### src/design/smwc_pkg.sv
package smwc_pkg;

  localparam int SAMPLE_W   = 16;
  localparam int ROW_W      = 7;
  localparam int COL_W      = 8;
  localparam int FPP_W      = 24;
  localparam int PPC_W      = 16;
  localparam int SKIP_W     = 24;
  localparam int CFG_IDX_W  = 2;
  localparam int CFG_DATA_W = 24;

  localparam logic [CFG_IDX_W-1:0] REG_FRAMES_PER_PEAK  = 2'd0;
  localparam logic [CFG_IDX_W-1:0] REG_PEAKS_PER_COLUMN = 2'd1;
  localparam logic [CFG_IDX_W-1:0] REG_SKIP_PEAKS       = 2'd2;

  localparam logic signed [SAMPLE_W-1:0] SAMPLE_MAX = 16'sh7FFF;
  localparam logic signed [SAMPLE_W-1:0] SAMPLE_MIN = -16'sh8000;

  // full-scale magnitude used for the vertical scale
  localparam int FULL_SCALE = 32'h8000;

  typedef struct packed {
    logic signed [SAMPLE_W-1:0] left_sample;
    logic signed [SAMPLE_W-1:0] right_sample;
  } frame_t;

  typedef struct packed {
    logic [COL_W-1:0] column_index;
    logic [ROW_W-1:0] left_top_row;
    logic [ROW_W-1:0] left_bottom_row;
    logic [ROW_W-1:0] right_top_row;
    logic [ROW_W-1:0] right_bottom_row;
  } column_t;

  typedef struct packed {
    logic [FPP_W-1:0]  frames_per_peak;
    logic [PPC_W-1:0]  peaks_per_column;
    logic [SKIP_W-1:0] skip_peaks;
  } cfg_t;

  // finished column, still in sample units
  typedef struct packed {
    logic [COL_W-1:0]           column_index;
    logic signed [SAMPLE_W-1:0] left_max;
    logic signed [SAMPLE_W-1:0] left_min;
    logic signed [SAMPLE_W-1:0] right_max;
    logic signed [SAMPLE_W-1:0] right_min;
  } span_t;

endpackage

### src/design/smwc_fold.sv
module smwc_fold #(
  parameter int DISPLAY_WIDTH = 160
) (
  input  logic                 clk,
  input  logic                 rst,
  input  logic                 step,
  input  smwc_pkg::frame_t     frame,
  input  smwc_pkg::cfg_t       cfg,
  output logic                 emit,
  output smwc_pkg::span_t      span
);
  import smwc_pkg::*;

  localparam logic [COL_W-1:0] COL_LIMIT = COL_W'(DISPLAY_WIDTH);

  logic signed [SAMPLE_W-1:0] pk_lmin, pk_lmax, pk_rmin, pk_rmax;
  logic signed [SAMPLE_W-1:0] pk_lmin_next, pk_lmax_next, pk_rmin_next, pk_rmax_next;
  logic [FPP_W-1:0]           frames_left, frames_left_next;
  logic                       group_fresh, group_fresh_next;
  logic [SKIP_W-1:0]          peaks_skipped, peaks_skipped_next;
  logic [FPP_W-1:0]           peaks_in_view, peaks_in_view_next;
  logic signed [SAMPLE_W-1:0] col_lmin, col_lmax, col_rmin, col_rmax;
  logic signed [SAMPLE_W-1:0] col_lmin_next, col_lmax_next, col_rmin_next, col_rmax_next;
  logic signed [SAMPLE_W-1:0] fold_lmin, fold_lmax, fold_rmin, fold_rmax;
  logic [COL_W-1:0]           next_column, next_column_next;
  logic [FPP_W-1:0]           fpp_eff, count, piv_inc;
  logic [PPC_W-1:0]           need;
  logic signed [SAMPLE_W-1:0] l, r;

  assign l = frame.left_sample;
  assign r = frame.right_sample;

  assign fpp_eff = (cfg.frames_per_peak == '0) ? FPP_W'(1) : cfg.frames_per_peak;
  // a fresh group loads its frame count from the register at its first frame
  assign count   = group_fresh ? fpp_eff : frames_left;

  assign pk_lmin_next = (group_fresh || l < pk_lmin) ? l : pk_lmin;
  assign pk_lmax_next = (group_fresh || l > pk_lmax) ? l : pk_lmax;
  assign pk_rmin_next = (group_fresh || r < pk_rmin) ? r : pk_rmin;
  assign pk_rmax_next = (group_fresh || r > pk_rmax) ? r : pk_rmax;

  assign fold_lmin = (pk_lmin_next < col_lmin) ? pk_lmin_next : col_lmin;
  assign fold_lmax = (pk_lmax_next > col_lmax) ? pk_lmax_next : col_lmax;
  assign fold_rmin = (pk_rmin_next < col_rmin) ? pk_rmin_next : col_rmin;
  assign fold_rmax = (pk_rmax_next > col_rmax) ? pk_rmax_next : col_rmax;

  assign piv_inc = peaks_in_view + FPP_W'(1);
  // column 0 closes after a single peak
  assign need = (next_column == '0 || cfg.peaks_per_column == '0) ? PPC_W'(1)
              : cfg.peaks_per_column;

  always_comb begin
    frames_left_next   = frames_left;
    group_fresh_next   = group_fresh;
    peaks_skipped_next = peaks_skipped;
    peaks_in_view_next = peaks_in_view;
    col_lmin_next      = col_lmin;
    col_lmax_next      = col_lmax;
    col_rmin_next      = col_rmin;
    col_rmax_next      = col_rmax;
    next_column_next   = next_column;
    emit               = 1'b0;
    if (count > FPP_W'(1)) begin
      frames_left_next = count - FPP_W'(1);
      group_fresh_next = 1'b0;
    end else begin
      frames_left_next = '0;
      group_fresh_next = 1'b1;
      if (peaks_skipped < cfg.skip_peaks) begin
        peaks_skipped_next = peaks_skipped + SKIP_W'(1);
      end else if (next_column < COL_LIMIT) begin
        if (piv_inc < FPP_W'(need)) begin
          col_lmin_next      = fold_lmin;
          col_lmax_next      = fold_lmax;
          col_rmin_next      = fold_rmin;
          col_rmax_next      = fold_rmax;
          peaks_in_view_next = piv_inc;
        end else begin
          emit               = 1'b1;
          next_column_next   = next_column + COL_W'(1);
          col_lmin_next      = SAMPLE_MAX;
          col_lmax_next      = SAMPLE_MIN;
          col_rmin_next      = SAMPLE_MAX;
          col_rmax_next      = SAMPLE_MIN;
          peaks_in_view_next = '0;
        end
      end
    end
  end

  assign span.column_index = next_column;
  assign span.left_max     = fold_lmax;
  assign span.left_min     = fold_lmin;
  assign span.right_max    = fold_rmax;
  assign span.right_min    = fold_rmin;

  always_ff @(posedge clk) begin
    if (rst) begin
      pk_lmin       <= '0;
      pk_lmax       <= '0;
      pk_rmin       <= '0;
      pk_rmax       <= '0;
      frames_left   <= '0;
      group_fresh   <= 1'b1;
      peaks_skipped <= '0;
      peaks_in_view <= '0;
      col_lmin      <= SAMPLE_MAX;
      col_lmax      <= SAMPLE_MIN;
      col_rmin      <= SAMPLE_MAX;
      col_rmax      <= SAMPLE_MIN;
      next_column   <= '0;
    end else if (step) begin
      pk_lmin       <= pk_lmin_next;
      pk_lmax       <= pk_lmax_next;
      pk_rmin       <= pk_rmin_next;
      pk_rmax       <= pk_rmax_next;
      frames_left   <= frames_left_next;
      group_fresh   <= group_fresh_next;
      peaks_skipped <= peaks_skipped_next;
      peaks_in_view <= peaks_in_view_next;
      col_lmin      <= col_lmin_next;
      col_lmax      <= col_lmax_next;
      col_rmin      <= col_rmin_next;
      col_rmax      <= col_rmax_next;
      next_column   <= next_column_next;
    end
  end

endmodule

### src/design/smwc_row.sv
module smwc_row #(
  parameter int DISPLAY_HEIGHT = 128,
  parameter int ZERO_ROW       = 32
) (
  input  logic signed [smwc_pkg::SAMPLE_W-1:0] value,
  output logic [smwc_pkg::ROW_W-1:0]           row
);
  import smwc_pkg::*;

  localparam int QUARTER = DISPLAY_HEIGHT / 4;
  localparam int YSCALE  = FULL_SCALE / QUARTER + 1;
  // round-up reciprocal, exact for any 16-bit magnitude
  localparam int SHIFT   = SAMPLE_W + $clog2(YSCALE);
  localparam longint MULT = ((64'sd1 <<< SHIFT) + YSCALE - 1) / YSCALE;
  localparam int MULT_W  = SAMPLE_W + 2;
  localparam int PROD_W  = SAMPLE_W + MULT_W;
  localparam logic [MULT_W-1:0] MULT_C = MULT_W'(MULT);
  localparam logic [ROW_W-1:0]  ZERO_C = ROW_W'(ZERO_ROW);

  logic              neg;
  logic [SAMPLE_W-1:0] mag;
  logic [PROD_W-1:0] prod, quot;
  logic [ROW_W-1:0]  q7;

  assign neg  = value[SAMPLE_W-1];
  assign mag  = neg ? (~value + SAMPLE_W'(1)) : value;
  assign prod = PROD_W'(mag) * PROD_W'(MULT_C);
  assign quot = prod >> SHIFT;
  assign q7   = quot[ROW_W-1:0];
  // truncation toward zero: the quotient takes the sign of the value
  assign row  = neg ? (ZERO_C + q7) : (ZERO_C - q7);

endmodule

### src/design/stereo_minmax_waveform_columns_unit.sv
// Min/max waveform columns for a stereo 16-bit PCM stream. One frame goes in per
// word on in_word; frames fold into peaks of frames_per_peak frames, the first
// skip_peaks peaks are dropped, and peaks then fold into display columns (column 0
// holds one peak, later ones peaks_per_column, zero meaning one). Each finished
// column comes out as one word with its index and the left/right top and bottom
// pixel rows; after DISPLAY_WIDTH columns nothing more is sent until reset. The
// block takes one frame per cycle unless stalled; every stage is a register step:
// frame register, span register and output word register. A stall against a
// waiting column word holds the whole pipeline and shows at once on in_stall.
// Registers are written through the cfg port, which is always ready; write them
// only when the block is idle. Incomplete trailing groups never produce a word.
module stereo_minmax_waveform_columns_unit #(
  parameter int DISPLAY_WIDTH  = 160,
  parameter int DISPLAY_HEIGHT = 128
) (
  input  logic                                clk,
  input  logic                                rst,
  input  logic                                in_valid,
  output logic                                in_stall,
  input  smwc_pkg::frame_t                    in_word,
  output logic                                out_valid,
  input  logic                                out_stall,
  output smwc_pkg::column_t                   out_word,
  input  logic                                cfg_valid,
  output logic                                cfg_ready,
  input  logic [smwc_pkg::CFG_IDX_W-1:0]      cfg_index,
  input  logic [smwc_pkg::CFG_DATA_W-1:0]     cfg_data
);
  import smwc_pkg::*;

  localparam int QUARTER = DISPLAY_HEIGHT / 4;

  cfg_t    cfg;
  logic    advance;
  logic    s1_valid;
  frame_t  s1_word;
  logic    emit;
  span_t   span;
  logic    s2_valid;
  span_t   s2_span;
  column_t rows;

  assign cfg_ready = 1'b1;

  always_ff @(posedge clk) begin
    if (rst) begin
      cfg.frames_per_peak  <= FPP_W'(1);
      cfg.peaks_per_column <= PPC_W'(1);
      cfg.skip_peaks       <= '0;
    end else if (cfg_valid && cfg_ready) begin
      unique case (cfg_index)
        REG_FRAMES_PER_PEAK:  cfg.frames_per_peak  <= cfg_data[FPP_W-1:0];
        REG_PEAKS_PER_COLUMN: cfg.peaks_per_column <= cfg_data[PPC_W-1:0];
        REG_SKIP_PEAKS:       cfg.skip_peaks       <= cfg_data[SKIP_W-1:0];
        default: ;
      endcase
    end
  end

  // the pipeline moves unless a finished word is held by the sink
  assign advance  = !(out_valid && out_stall);
  assign in_stall = !advance;

  always_ff @(posedge clk) begin
    if (rst) begin
      s1_valid <= 1'b0;
    end else if (advance) begin
      s1_valid <= in_valid;
    end
  end

  always_ff @(posedge clk) begin
    if (advance) begin
      s1_word <= in_word;
    end
  end

  smwc_fold #(
    .DISPLAY_WIDTH(DISPLAY_WIDTH)
  ) u_fold (
    .clk   (clk),
    .rst   (rst),
    .step  (advance && s1_valid),
    .frame (s1_word),
    .cfg   (cfg),
    .emit  (emit),
    .span  (span)
  );

  always_ff @(posedge clk) begin
    if (rst) begin
      s2_valid <= 1'b0;
    end else if (advance) begin
      s2_valid <= s1_valid && emit;
    end
  end

  always_ff @(posedge clk) begin
    if (advance) begin
      s2_span <= span;
    end
  end

  assign rows.column_index = s2_span.column_index;

  smwc_row #(.DISPLAY_HEIGHT(DISPLAY_HEIGHT), .ZERO_ROW(QUARTER)) u_row_lt (
    .value (s2_span.left_max),
    .row   (rows.left_top_row)
  );

  smwc_row #(.DISPLAY_HEIGHT(DISPLAY_HEIGHT), .ZERO_ROW(QUARTER)) u_row_lb (
    .value (s2_span.left_min),
    .row   (rows.left_bottom_row)
  );

  smwc_row #(.DISPLAY_HEIGHT(DISPLAY_HEIGHT), .ZERO_ROW(3 * QUARTER)) u_row_rt (
    .value (s2_span.right_max),
    .row   (rows.right_top_row)
  );

  smwc_row #(.DISPLAY_HEIGHT(DISPLAY_HEIGHT), .ZERO_ROW(3 * QUARTER)) u_row_rb (
    .value (s2_span.right_min),
    .row   (rows.right_bottom_row)
  );

  always_ff @(posedge clk) begin
    if (rst) begin
      out_valid <= 1'b0;
    end else if (advance) begin
      out_valid <= s2_valid;
    end
  end

  always_ff @(posedge clk) begin
    if (advance) begin
      out_word <= rows;
    end
  end

endmodule

### config.mk
export PLATFORM = sky130hd
export DESIGN_NAME = stereo_minmax_waveform_columns_unit
export DESIGN_NICKNAME = d
export VERILOG_FILES = /design/src/design/smwc_pkg.sv /design/src/design/smwc_fold.sv /design/src/design/smwc_row.sv /design/src/design/stereo_minmax_waveform_columns_unit.sv
export SDC_FILE = /design/constraint.sdc
export NUM_CORES = 2
export LEC_CHECK = 0
export ABC_AREA = 1
export BUFFER_PORTS_ARGS = -buffer_cell sky130_fd_sc_hd__buf_2
export CAP_MARGIN = 0
export CORE_AREA = 3 3 285 287
export DETAILED_ROUTE_END_ITERATION = 7
export DIE_AREA = 0 0 288 290
export GPL_ROUTABILITY_DRIVEN = 0
export PLACE_DENSITY_LB_ADDON = 0.25
export SETUP_SLACK_MARGIN = 0.05
export SLEW_MARGIN = 25
export SYNTH_ARGS = -nofsm -noshare
export SYNTH_HDL_FRONTEND = slang
export SYNTH_SLANG_ARGS = --single-unit
### constraint.sdc
create_clock -name clk -period 9.4 [get_ports clk]
set_input_delay 0.47 -clock clk [delete_from_list [all_inputs] [get_ports clk]]
set_output_delay 0.47 -clock clk [all_outputs]
set_load 0.05 [all_outputs]
==> impl_metrics.json <==
{
  "fin_crit_ps": 8360,
  "wl_per_cell_um": 14.3,
  "cts_setup_buffers": 0,
  "setup_tns_ps": 0,
  "cts_sinks": 416,
  "met3_length_mm": 4.12,
  "worstPathRequired_ps": 9750,
  "skew_ps": 63.8,
  "rsz0062_at_grt": "false",
  "final_common_cell": "inv_1",
  "path_max_fanout": 7,
  "dr.pass1.iters": 5,
  "area_growth_pct": 8.10,
  "postRouteAntennaNets": 0,
  "post-dp-hpwl_mm": 69.1,
  "finalNetCount": 5918,
  "cts_tree": "built",
  "antenna_found_initial": 1,
  "ys.flop_type": "dfxtp_1",
  "cpMostUsedCell": "inv_1",
  "cp_data_arrival_time_ps": 8710,
  "fmax_mhz": 120,
  "reg2regPathDepth": 30,
  "syn_inst": 4952,
  "hold_slack_ps": 46.5,
  "wl_met1_mm": 41.9,
  "highest_layer": "met5",
  "n_fill_cell": 7474,
  "post-route-period-util": 0.889,
  "coreArea_mm2": 0.0789,
  "hold_viol_final": 0,
  "globalRouteOverflowTotal": 0,
  "synth_cell_types": 62,
  "criticalPathCategory": "reg2reg",
  "worstMarginPinSlew_ps": 1030,
  "slew_headroom": 0.314,
  "grt_pass1_vias": 30500,
  "htreeDepth": 2,
  "maxCapViolCount": 0,
  "critPathMaxStageDelay_ps": 740,
  "fp.dieH_um": 290,
  "clk_latency_ps": 640,
  "stdcell_area_mm2": 0.0425,
  "avgSynthCellArea_um2": 7.94,
  "cts_made_buffers": 48,
  "status": "finished clean",
  "setup_violations": 0,
  "drive_above_1_share": 0.0533,
  "cts_root_buf": "clkbuf_16",
  "synth-seq-cells": 416,
  "cp-start-kind": "flop",
  "avgViaCountPerCell": 5.09,
  "syn-cell-area_mm2": 0.0393,
  "grt_usage": 0.212,
  "initial_core_util": 0.498,
  "grt_pass1_wl_mm": 148,
  "diodes": 0,
  "met2WireLength_mm": 39.6,
  "drtIter0Drc": 1722,
  "holdPathStages": 1,
  "port_buffers": 100,
  "async_flop_share": 0,
  "synth-seq-area-share": 0.248,
  "wirelength_mm": 87.3,
  "post_dp_cell_area_mm2": 0.0408,
  "synth_edf_count": 140,
  "drc": 0,
  "die-area_mm2": 0.0835,
  "syn_nets": 5863,
  "dieWidth_um": 288,
  "layout_common_cells": "inv_1 (1034), nand2_1 (801), ha_1 (596)",
  "yosys_warnings": 0,
  "num_vias": 31000,
  "grt_max_degree": 143,
  "cp_slowest_cell": "a2111oi_1",
  "rows": 103,
  "hold_class": "in2reg",
  "clockBufferDepth": 3,
  "crit_path_end_kind": "flop",
  "slew_violations": 0,
  "pin_count": 102,
  "clk_pin_slew_ps": 60
}
what timing repair did:
action	in CTS	in global routing
hold buffers	2	0
endpoints found under the hold margin	2	0
gates resized for setup	0	1
endpoints found under the setup margin	0	1
cells in the mapped netlist, types with 12 or more instances:
master	instances	area, um^2
clkbuf_1	96	360
nor3_1	65	325
a31oi_1	13	81.3
a211oi_1	12	90.1
inv_1	1035	3880
edfxtp_1	140	4200
a21o_1	29	218
fa_1	252	5040
nand2_1	803	3010
xnor2_1	63	552
o21ai_0	334	1670
ha_1	596	7460
nand4_1	49	307
nor4_1	29	181
a22oi_1	14	105
nor2_1	323	1210
or2_2	13	81.3
nand3_1	151	756
a21oi_1	355	1780
xor2_1	141	1230
dfxtp_1	276	5530
path summary, 6_finish.rpt:
check | startpoint | endpoint | slack (ps)
max | s2_span[32] | out_word[18] | 1040
min | in_word[20] | s1_word[20] | 50
max reg2reg | s2_span[32] | out_word[18] | 1040
min reg2reg | rows[32] | out_word[32] | 420
critical path: cells and delay by family, from the launching register on:
| kind | cells | cell delay, ps |
|---|---|---|
| simple gates | 10 | 1530 |
| flops | 1 | 520 |
| xor+xnor | 4 | 1150 |
| fa+ha+maj | 8 | 3130 |
| buf+inv | 6 | 790 |
| compound gates | 2 | 990 |
cell type report:
class                      count  area (um^2)  area share
clock buffer                  61         1310      0.0308
sequential                   416         9730       0.229
multi-input combinational   3368        25200       0.592
tap                         1050         1310      0.0309
timing repair buffer         121          678      0.0160
clock inverter                29          340     0.00801
inverter                    1052         3950      0.0930
sequential cells by signal, indices dropped and copies added (netlist names), 24 cells and up:
register,count
cfg,64
s2_span,64
out_word,36
s1_word,32
u_fold.frames_left,24
u_fold.peaks_in_view,24
u_fold.peaks_skipped,24
metrics by stage:
stage,worst slack (ps),instances,util
floorplan,2010,4952,-
CTS,887,6097,0.539
global placement,1120,6005,0.517
detailed placement,920,6005,0.517
global route,57.6,6097,0.539
finish,1040,6097,0.539
layer usage:
layer | global-route usage | up-vias
met5 | 0 | -
met3 | 0.0299 | 101
met1 | 0.297 | 14400
met2 | 0.349 | 532
li1 | - | 16000
met4 | 0.0430 | 2
cell families (layout without fill, tap and decap cells):
logic type	count (synthesis)	in the layout	synth area share
fa+ha+maj	848	848	0.318
compound gates	824	824	0.113
buf+inv	1168	1263	0.113
flops	416	416	0.248
simple gates	1491	1491	0.162
other cells	1	1	0.0000954
xor+xnor	204	204	0.0455
Power is not shown: default switching activity piles up to over one toggle a cycle in this logic, so the estimate is an artifact.
